### config.mk
export PLATFORM = sky130hd
export DESIGN_NAME = des_key_schedule
export DESIGN_NICKNAME = d
export VERILOG_FILES = /design/src/hdl/dks_pkg.sv /design/src/hdl/dks_round_seq.sv /design/src/hdl/dks_pc2_stage.sv /design/src/hdl/des_key_schedule.sv
export SDC_FILE = /design/constraint.sdc
export NUM_CORES = 1
export LEC_CHECK = 0
export BUFFER_PORTS_ARGS = -buffer_cell sky130_fd_sc_hd__buf_2
export CAP_MARGIN = 30
export CORE_MARGIN = 5
export CORE_UTILIZATION = 45
export DETAILED_ROUTE_END_ITERATION = 12
export MAX_ROUTING_LAYER = met4
export PLACE_DENSITY_LB_ADDON = 0.1
export SLEW_MARGIN = 25
export SYNTH_ARGS = -nofsm -noshare
export SYNTH_HDL_FRONTEND = slang
export SYNTH_SLANG_ARGS = --single-unit
### constraint.sdc
create_clock -name clk -period 9.5 [get_ports clk]
set_input_delay 0.475 -clock clk [delete_from_list [all_inputs] [get_ports clk]]
set_output_delay 0.475 -clock clk [all_outputs]
set_load 0.005 [all_outputs]
### src/hdl/dks_pkg.sv
package dks_pkg;

	localparam int HALF_W  = 28;
	localparam int CD_W    = 2 * HALF_W;
	localparam int KEY_W   = 64;
	localparam int RKEY_W  = 48;
	localparam int IDX_W   = 4;
	localparam logic [IDX_W-1:0] LAST_ROUND = 4'd15;

	// key selection that drops the parity bits, positions count from the key msb
	localparam int PC1_TAB [0:CD_W-1] = '{
		57, 49, 41, 33, 25, 17, 9,
		1, 58, 50, 42, 34, 26, 18,
		10, 2, 59, 51, 43, 35, 27,
		19, 11, 3, 60, 52, 44, 36,
		63, 55, 47, 39, 31, 23, 15,
		7, 62, 54, 46, 38, 30, 22,
		14, 6, 61, 53, 45, 37, 29,
		21, 13, 5, 28, 20, 12, 4
	};

	// subkey selection from c:d, positions count from the msb of c
	localparam int PC2_TAB [0:RKEY_W-1] = '{
		14, 17, 11, 24, 1, 5,
		3, 28, 15, 6, 21, 10,
		23, 19, 12, 4, 26, 8,
		16, 7, 27, 20, 13, 2,
		41, 52, 31, 37, 47, 55,
		30, 40, 51, 45, 33, 48,
		44, 49, 39, 56, 34, 53,
		46, 42, 50, 36, 29, 32
	};

	// set where the halves rotate by two places instead of one
	localparam logic [15:0] ROT_TWO = 16'b0111_1110_1111_1100;

	typedef logic [HALF_W-1:0] half_t;

	// round number and last flag riding with the data
	typedef struct packed {
		logic [IDX_W-1:0] idx;
		logic             last;
	} round_tag_t;

	function automatic logic [CD_W-1:0] pc1(input logic [KEY_W-1:0] k);
		logic [CD_W-1:0] r;
		for (int i = 0; i < CD_W; i++) begin
			r[CD_W-1-i] = k[KEY_W-PC1_TAB[i]];
		end
		return r;
	endfunction

	function automatic logic [RKEY_W-1:0] pc2(input logic [CD_W-1:0] cd);
		logic [RKEY_W-1:0] r;
		for (int i = 0; i < RKEY_W; i++) begin
			r[RKEY_W-1-i] = cd[CD_W-PC2_TAB[i]];
		end
		return r;
	endfunction

	function automatic half_t rotl(input half_t x, input logic two);
		return two ? {x[HALF_W-3:0], x[HALF_W-1:HALF_W-2]} : {x[HALF_W-2:0], x[HALF_W-1]};
	endfunction

endpackage

### src/hdl/dks_round_seq.sv
module dks_round_seq (
	input  logic                     clk,
	input  logic                     arst_n,
	input  logic                     key_valid,
	output logic                     key_ready,
	input  logic [dks_pkg::KEY_W-1:0] key,
	input  logic                     nxt_ready,
	output logic                     v_s2,
	output logic [dks_pkg::CD_W-1:0] cd_s2,
	output dks_pkg::round_tag_t      tag_s2
);

	logic                        v_s1;
	logic [dks_pkg::IDX_W-1:0]   rnd_s1;
	dks_pkg::half_t              c_s1;
	dks_pkg::half_t              d_s1;
	dks_pkg::half_t              c_rot;
	dks_pkg::half_t              d_rot;
	logic                        take_s2;
	logic                        issue;
	logic                        last_issue;
	logic                        load;

	// handshake between the key holder and the rotate stage
	always_comb begin
		take_s2    = !v_s2 || nxt_ready;
		issue      = v_s1 && take_s2;
		last_issue = issue && (rnd_s1 == dks_pkg::LAST_ROUND);
		key_ready  = !v_s1 || last_issue;
		load       = key_valid && key_ready;
		c_rot      = dks_pkg::rotl(c_s1, dks_pkg::ROT_TWO[rnd_s1]);
		d_rot      = dks_pkg::rotl(d_s1, dks_pkg::ROT_TWO[rnd_s1]);
	end

	// stage 1 control: key held over sixteen rounds
	always_ff @(posedge clk or negedge arst_n) begin
		if (!arst_n) begin
			v_s1   <= 1'b0;
			rnd_s1 <= '0;
		end else if (load) begin
			v_s1   <= 1'b1;
			rnd_s1 <= '0;
		end else if (last_issue) begin
			v_s1   <= 1'b0;
		end else if (issue) begin
			rnd_s1 <= rnd_s1 + 1'b1;
		end
	end

	// stage 1 payload: halves rotate in place each round
	always_ff @(posedge clk) begin
		if (load) begin
			{c_s1, d_s1} <= dks_pkg::pc1(key);
		end else if (issue) begin
			c_s1 <= c_rot;
			d_s1 <= d_rot;
		end
	end

	// stage 2 valid
	always_ff @(posedge clk or negedge arst_n) begin
		if (!arst_n) begin
			v_s2 <= 1'b0;
		end else if (take_s2) begin
			v_s2 <= issue;
		end
	end

	// stage 2 payload: rotated halves and round tag
	always_ff @(posedge clk) begin
		if (issue) begin
			cd_s2       <= {c_rot, d_rot};
			tag_s2.idx  <= rnd_s1;
			tag_s2.last <= (rnd_s1 == dks_pkg::LAST_ROUND);
		end
	end

endmodule

### src/hdl/dks_pc2_stage.sv
module dks_pc2_stage (
	input  logic                       clk,
	input  logic                       arst_n,
	input  logic                       v_s2,
	output logic                       up_ready,
	input  logic [dks_pkg::CD_W-1:0]   cd_s2,
	input  dks_pkg::round_tag_t        tag_s2,
	output logic                       v_s3,
	input  logic                       out_ready,
	output logic [dks_pkg::RKEY_W-1:0] rkey_s3,
	output dks_pkg::round_tag_t        tag_s3
);

	assign up_ready = !v_s3 || out_ready;

	// stage 3 valid, this is the output register
	always_ff @(posedge clk or negedge arst_n) begin
		if (!arst_n) begin
			v_s3 <= 1'b0;
		end else if (up_ready) begin
			v_s3 <= v_s2;
		end
	end

	// stage 3 payload: subkey selection from the rotated halves
	always_ff @(posedge clk) begin
		if (up_ready && v_s2) begin
			rkey_s3 <= dks_pkg::pc2(cd_s2);
			tag_s3  <= tag_s2;
		end
	end

endmodule

### src/hdl/des_key_schedule.sv
// des key schedule: one 64-bit key in, sixteen 48-bit round keys out
// path: key registered in stage 1, rotated halves in stage 2, subkey in the stage 3 output register
// throughput: one round key per cycle while m_axis_tready is high; the next key is taken as the
//   round counter that holds the key in the first stage issues its last round
// reset: arst_n clears all valid bits and the round counter, payload is not reset
module des_key_schedule (
	input  logic        clk,
	input  logic        arst_n,
	input  logic        s_axis_tvalid,
	output logic        s_axis_tready,
	input  logic [63:0] s_axis_tdata,   // [63:0] des key
	output logic        m_axis_tvalid,
	input  logic        m_axis_tready,
	output logic [55:0] m_axis_tdata,   // [3:0] round_index, [51:4] subkey, [55:52] zero
	output logic        m_axis_tlast    // is_last
);

	logic                       v_s2;
	logic                       s2_ready;
	logic [dks_pkg::CD_W-1:0]   cd_s2;
	dks_pkg::round_tag_t        tag_s2;
	logic [dks_pkg::RKEY_W-1:0] rkey_s3;
	dks_pkg::round_tag_t        tag_s3;

	// key holder, round counter and rotation
	dks_round_seq u_seq (
		.clk       (clk),
		.arst_n    (arst_n),
		.key_valid (s_axis_tvalid),
		.key_ready (s_axis_tready),
		.key       (s_axis_tdata),
		.nxt_ready (s2_ready),
		.v_s2      (v_s2),
		.cd_s2     (cd_s2),
		.tag_s2    (tag_s2)
	);

	// subkey selection and output register
	dks_pc2_stage u_pc2 (
		.clk       (clk),
		.arst_n    (arst_n),
		.v_s2      (v_s2),
		.up_ready  (s2_ready),
		.cd_s2     (cd_s2),
		.tag_s2    (tag_s2),
		.v_s3      (m_axis_tvalid),
		.out_ready (m_axis_tready),
		.rkey_s3   (rkey_s3),
		.tag_s3    (tag_s3)
	);

	// pack the result beat
	assign m_axis_tdata = {4'b0000, rkey_s3, tag_s3.idx};
	assign m_axis_tlast = tag_s3.last;

endmodule

# Word-level counts from Yosys, hierarchy flattened
# Memory sizes are Yosys's and may differ from the RTL's.
# Cells that the tools add are included.
op_classes:
  n_addsub: 1
  order_cmp: 1
  eq_ne: 2
  n_mux: 12
  n_reduce_logical: 13
op_table:
  columns: ["operator", "count"]
  rows:
  - ["$mux W28", 6]
  - ["$mux W4", 3]
  - ["$lt A4 B5 Y1 const B", 1]
  - ["$add A4 B1 Y4 const B", 1]
  - ["$eq A4 B4 Y1 const B", 1]
  - ["$logic_and A1 B1 Y1", 4]
  - ["$reduce_bool A2 Y1", 2]
  - ["$logic_not A1 Y1", 3]
  - ["$logic_or A1 B1 Y1", 3]
  - ["$mux W1", 3]
  - ["$ne A2 B2 Y1 const B", 1]
  - ["$reduce_and A2 Y1", 1]
word_totals:
  ff_bits: 177
  rom_bits: 16
  in_bits: 68
  out_inout_bits: 59
  elab_cells: 42
  memories: 1
memory_table:
  columns: ["name", "words", "width", "rd", "rd_clocked_by_memory_dff", "wr", "line_no", "source"]
  rows:
  - ["(name not given)", 16, 1, 1, 0, 0, "dks_round_seq.sv:31", "c_rot = dks_pkg::rotl(c_s1, dks_pkg::ROT_TWO[rnd_s1]);"]

# Depth between registers and ports, before layout
depth:
  depth_word: 9
  depth_mapped: 8

# By module
# From an unflattened synthesis, not the netlist that was laid out.
unflattened:
  hier_cells: 348
  area_unflattened_um2: 7240.7
modules_own_cells:
  columns: ["mod", "n_inst", "cells_each", "area_per_inst_um2", "seq_area_each_um2"]
  rows:
  - ["dks_round_seq", 1, 286, 5561.6, 3663.5]
  - ["dks_pc2_stage", 1, 57, 1645.3, 1616.6]
  - ["des_key_schedule", 1, 5, 33.8, 0.0]

# Worst setup path after synthesis
# No wires, ideal clock.
synth_path:
  path_type: "input -> register"
  from: "in m_axis_tready"
  to: "reg u_seq.c_s1[0], enable pin"
  setup_ps: 412
  arrival_time_ps: 4220
  t_required_ps: 9088
  setup_slack_ps: 4868
  cell_stages: 3
  path_buffers: 0
  path_cell_list: "and3b_1 nor2_1 a21o_1"
synth_via:
  elab_chain_cells: 7
synth_lines:
  columns: ["item", "line_no", "source"]
  rows:
  - ["start: declaration", "des_key_schedule.sv:13", "input logic m_axis_tready,"]
  - ["$logic_or A1 B1 Y1 *", "dks_pc2_stage.sv:14", "assign up_ready = !v_s3 || out_ready;"]
  - ["$logic_or A1 B1 Y1 *", "dks_round_seq.sv:26", "take_s2 = !v_s2 || nxt_ready;"]
  - ["$logic_and A1 B1 Y1 *", "dks_round_seq.sv:27", "issue = v_s1 && take_s2;"]
  - ["via u_seq.issue", "dks_round_seq.sv:20", "logic issue;"]
  - ["$logic_and A1 B1 Y1", "dks_round_seq.sv:28", "last_issue = issue && (rnd_s1 == dks_pkg::LAST_ROUND);"]
  - ["$logic_or A1 B1 Y1", "dks_round_seq.sv:29", "key_ready = !v_s1 || last_issue;"]
  - ["$logic_and A1 B1 Y1", "dks_round_seq.sv:30", "load = key_valid && key_ready;"]
  - ["$reduce_bool A2 Y1 (no source line) *", null, null]
  - ["end signal: assignment", "dks_round_seq.sv:53", "{c_s1, d_s1} <= dks_pkg::pc1(key);"]
  - ["end signal: assignment", "dks_round_seq.sv:55", "c_s1 <= c_rot;"]
  - ["end: declaration", "dks_round_seq.sv:15", "dks_pkg::half_t c_s1;"]
# The timed path passes the listed nets; every way through them passes the cells marked *.
# A chain may end at the register's enable or synchronous reset.

# Worst setup path after layout
layout_path:
  from: "reg u_seq.rnd_s1[1] (netlist name)"
  to: "reg u_seq.d_s1[4], data pin"
layout_via:
  elab_chain_cells: 5
  elab_cells_between_ends: 9
  classes_between: "1 x eq/ne; 4 x mux; 3 x reduce/logical; 1 x memory"
layout_lines:
  columns: ["item", "line_no", "source"]
  rows:
  - ["start: declaration", "dks_round_seq.sv:14", "logic [dks_pkg::IDX_W-1:0] rnd_s1;"]
  - ["start signal: assignment", "dks_round_seq.sv:46", "rnd_s1 <= rnd_s1 + 1'b1;"]
  - ["$mem_v2 Z16 W1", null, null]
  - ["$mux W1", null, null]
  - ["$mux W28", "dks_pkg.sv:62", "return two ? {x[HALF_W-3:0], x[HALF_W-1:HALF_W-2]} : {x[HALF_W-2:0], x[HALF_W-1]};"]
  - ["via u_seq.d_rot[4]", "dks_round_seq.sv:18", "dks_pkg::half_t d_rot;"]
  - ["$mux W28", "dks_round_seq.sv:54", "end else if (issue) begin"]
  - ["$mux W28", "dks_round_seq.sv:52", "if (load) begin"]
  - ["end signal: assignment", "dks_round_seq.sv:53", null]
  - ["end signal: assignment", "dks_round_seq.sv:56", "d_s1 <= d_rot;"]
  - ["end: declaration", "dks_round_seq.sv:16", "dks_pkg::half_t d_s1;"]
# The timed path passes the listed nets, and every way through them passes these cells. The select of a mux whose other input is x is not followed.

==> out/summary.log <==
[run_status] outcome completed
[power] switching share of total power 24.96%
[timing] Worst Clk Skew 5.121 ps
[clock_network] TritonCTS clock tree done
[timing] post-route setup TNS 0 ps
[synthesis] mean cell area of the mapped netlist 19.45 um^2
[final_layout] count of filler cells inserted in the layout 1163
[die] Initial Util 46.36%
[global_routing] Global Route Usage Sum 14.69%
[synthesis] post-synth top area share 71.65%
[synthesis] share of flip-flops with an asynchronous set or reset after synthesis 4.142%
[synthesis] post-synthesis sequential element count 169
[global_routing] antenna violations before repair 3
[critical_path] critical path data arrival time 3010 ps
[critical_path] crit start category flip-flop
[route] average wire per cell in the routed design 17.91 um
[global_routing] first-pass GRT wire length 19.22 mm
[power] clock power share 24.2%
[die] die area 0.01764 mm^2
[power] worst vdd ir 0.1691 mV
[route] initial DRC count 212
[clock_network] total number of H-tree levels 4
[timing] final period demand of the worst path 2846 ps
[die] I/O pin count 127
[route] vias after detailed routing 3346
[synthesis] count of flip-flops with a built-in enable after synthesis 162
[synthesis] multiplexer share of the synthesized area 19.02%
[route] number of nets still failing antenna checks after routing 0
[die] num rows 44
[synthesis] Adder-Cell Fraction of Synth Area 0.3686%
[critical_path] Setup CP Type flip-flop to flip-flop
[power] leak pwr 0.003104 uW
[critical_path] critical path data required time 9660 ps
[clock_network] TritonCTS Sinks 169
[placement] number of placed instances, taps included 638
[clock_network] cts bufs inserted 17
[synthesis] combinational family with the most area after synthesis multiplexers
[route] routed vias/inst 4.964
[power] switching component of the power 705.9 uW
[final_layout] Cell Count, Final, Fillers Out 674
[power] sequential share of power 49.6%
[route] detailed-route DRC error count 0
[final_layout] fraction of final layout cells sized beyond drive strength 1 46.20%
[job] # Max-Cap Violations 0
[synthesis] post-synthesis instance area 0.006789 mm^2
[route] number of iterations in the first detailed-routing pass 4
[clock_network] clock root cell sky130_fd_sc_hd__clkbuf_16
[synthesis] cell type with the largest total area after synthesis sky130_fd_sc_hd__edfxtp_1
[final_layout] Area growth syn-to-layout 19.81%
[power] Power Dens Cells 347.7 mW/mm^2
[synthesis] simple-gate portion of the synthesized area 2.212%
[route] total wire length 12.07 mm
[synthesis] share of the yosys chip area belonging to registers 74.24%
[power] overall power consumption 2829 uW
[global_routing] maximum number of pins on one net before global-route repair 57
[synthesis] Commonest cells post-synth sky130_fd_sc_hd__edfxtp_1, sky130_fd_sc_hd__mux2_2, sky130_fd_sc_hd__mux2_4
[timing] fin crit share 29.96%
[synthesis] Synth cell types 33
[timing] RSZ-0062 raised after global routing false
[global_routing] via count of the first global-routing pass 3662
[power] Internal Power 2123 uW
[synthesis] most frequently used flop master after synthesis sky130_fd_sc_hd__edfxtp_1
[timing] headroom to the max-slew limit 35.78%
[synthesis] area fraction in compound gates after synthesis 1.677%
[synthesis] gate count after technology mapping 349
[critical_path] maximum fanout along the worst path 56
[worst_hold_path] HP Class primary input to flip-flop
[final_layout] fin nets 544
[timing] transition time of the tightest slew-check pin 963.3 ps
[timing] highest clock frequency the design can meet 0.3514 GHz
[synthesis] area share of xor/xnor cells in the synthesized design 0.1290%
[timing] setup violation total in the final timing report 0
[placement] number of I/O port buffers 114
[die] Core Area 0.01464 mm^2
[placement] placer's final routability congestion estimate 0.7641
[clock_network] worst-case clock buffer depth 2
[global_routing] grt total ovfl 0
[clock_network] latest clock arrival within the worst-skew pair 410 ps
[synthesis] top cells by area in the synthesized netlist sky130_fd_sc_hd__edfxtp_1, sky130_fd_sc_hd__mux2_4, sky130_fd_sc_hd__mux2_2
[die] x dimension of the die 132.8 um
[timing] final number of max-transition violations 0
[synthesis] leading cell type by number of instances after synthesis sky130_fd_sc_hd__edfxtp_1
[synthesis] number of warning messages in the yosys log 0
[clock_network] clock-pin slew on the worst setup and hold paths 60 ps
[timing] Final Hold Fails 0
[placement] post-DP HPWL 7.536 mm
[power] portion of total power attributed to combinational logic 26.2%
[critical_path] endpoint kind of the worst setup timing path flip-flop
[die] overall die height 132.8 um
## flip-flops by register name, indices dropped and copies added, names as in the netlist
register       cells
u_seq.v_s1         1
u_seq.cd_s2       48
u_seq.v_s2         1
u_pc2.tag_s3       5
u_seq.rnd_s1       4
u_pc2.v_s3         1
u_seq.c_s1        28
u_pc2.rkey_s3     48
u_seq.d_s1        28
u_seq.tag_s2       5
## area by class of cell
| class | instances | area, um^2 | area share, % |
|---|---|---|---|
| Sequential cell | 169 | 5040 | 61.96 |
| Timing Repair Buffer | 121 | 625.6 | 7.691 |
| Multi-Input combinational cell | 160 | 1625 | 19.98 |
| Tap cell | 184 | 230.2 | 2.830 |
| Clock inverter | 13 | 153.9 | 1.892 |
| Antenna cell | 3 | 7.507 | 0.09229 |
| Inverter | 5 | 18.77 | 0.2307 |
| Clock buffer | 19 | 432.9 | 5.322 |
## layer usage
layer / up-vias / global-route usage (%) / part of all wire, %
met1: 1642 / 17.29 / 43
li1: 1603 / - / -
met2: 86 / 23.65 / 49
met3: 15 / 4.860 / 6.6
met5: - / - / 0
met4: 0 / 5.370 / 1.4
## placed cells by master (no fill, tap or decap), types with 2 or more instances in the layout
cell                         count
sky130_fd_sc_hd__nand2b_1        2
sky130_fd_sc_hd__clkbuf_16      17
sky130_fd_sc_hd__clkbuf_1        2
sky130_fd_sc_hd__a21oi_1         3
sky130_fd_sc_hd__mux2i_1         9
sky130_fd_sc_hd__mux2_4         32
sky130_fd_sc_hd__inv_1           5
sky130_fd_sc_hd__edfxtp_1      162
sky130_fd_sc_hd__buf_4           6
sky130_fd_sc_hd__dfrtp_1         7
sky130_fd_sc_hd__mux2_1         24
sky130_fd_sc_hd__bufinv_16       3
sky130_fd_sc_hd__clkinv_1        3
sky130_fd_sc_hd__conb_1          4
sky130_fd_sc_hd__clkinv_4        2
sky130_fd_sc_hd__o21ai_0         4
sky130_fd_sc_hd__buf_2         114
sky130_fd_sc_hd__o21ai_1         9
sky130_fd_sc_hd__mux2_2         40
sky130_fd_sc_hd__clkinvlp_4      4
sky130_fd_sc_hd__nand3_1         8
sky130_fd_sc_hd__ha_1            2
sky130_fd_sc_hd__diode_2         3
sky130_fd_sc_hd__nand2_1         6
## cells by family after synthesis
family,after synthesis
mux,105
other cells,1
simple gates,28
fa+ha+maj,2
compound gates,20
xor+xnor,1
buf+inv,23
flops,169
## final timing paths
| check | start | to | slack, ps | cells past startpoint |
|---|---|---|---|---|
| hold / removal | s_axis_tdata[43] | u_seq.d_s1[6]$_DFFE_PP_ | 350 | 2 |
| setup reg to reg | u_seq.rnd_s1[1]$_DFFE_PN0P_ | u_seq.d_s1[4]$_DFFE_PP_ | 6650 | 7 |
| max in group asynchronous | arst_n | u_seq.rnd_s1[3]$_DFFE_PN0P_ | 8910 | 2 |
| hold reg to reg | u_seq.cd_s2[36]$_DFFE_PP_ | u_pc2.rkey_s3[26]$_DFFE_PP_ | 420 | 0 |
| setup / recovery | u_seq.rnd_s1[1]$_DFFE_PN0P_ | u_seq.d_s1[4]$_DFFE_PP_ | 6650 | 7 |
| min in group asynchronous | arst_n | u_seq.rnd_s1[0]$_DFFE_PN0P_ | 430 | 2 |
## per-stage QoR
stage	hold WS (ps)	worst slack [ps]	cell area (um^2)	utilization (%)
after floorplan	179.4	4868	6800	-
after global placement	313.0	6711	7530	51.42
after detailed placement	319.7	6662	7530	51.42
after CTS	331.2	6649	8127	55.49
after global routing	335.4	6459	8134	55.55
final	345.9	6654	8134	55.55
## power by group through the flow
| stage | sequential [uW] | clock [uW] | combinational (uW) |
|---|---|---|---|
| 2_1_floorplan | 1390 | 0 | 585 |
| 3_3_place_gp | 1410 | 0 | 738 |
| 3_5_place_dp | 1420 | 0 | 749 |
| 4_1_cts | 1410 | 700 | 753 |
| 5_1_grt | 1440 | 735 | 818 |
| 6_report | 1400 | 685 | 740 |
## repair_timing
item / in CTS / in global routing
hold buffers: 1 / 0
buffers inserted: 0 / 0
endpoints found under the hold margin: 7 / 0
gates resized for setup: 0 / 0
## worst max-delay path, cell delays in order, from the launching register on
cell	delay, ps
sky130_fd_sc_hd__dfrtp_1	430
sky130_fd_sc_hd__inv_1	100
sky130_fd_sc_hd__ha_1	130
sky130_fd_sc_hd__and2b_1	190
sky130_fd_sc_hd__o31ai_4	200
sky130_fd_sc_hd__buf_4	760
sky130_fd_sc_hd__mux2_1	410
sky130_fd_sc_hd__mux2_1	310
Note: power is estimated with default switching activity, not from simulation.
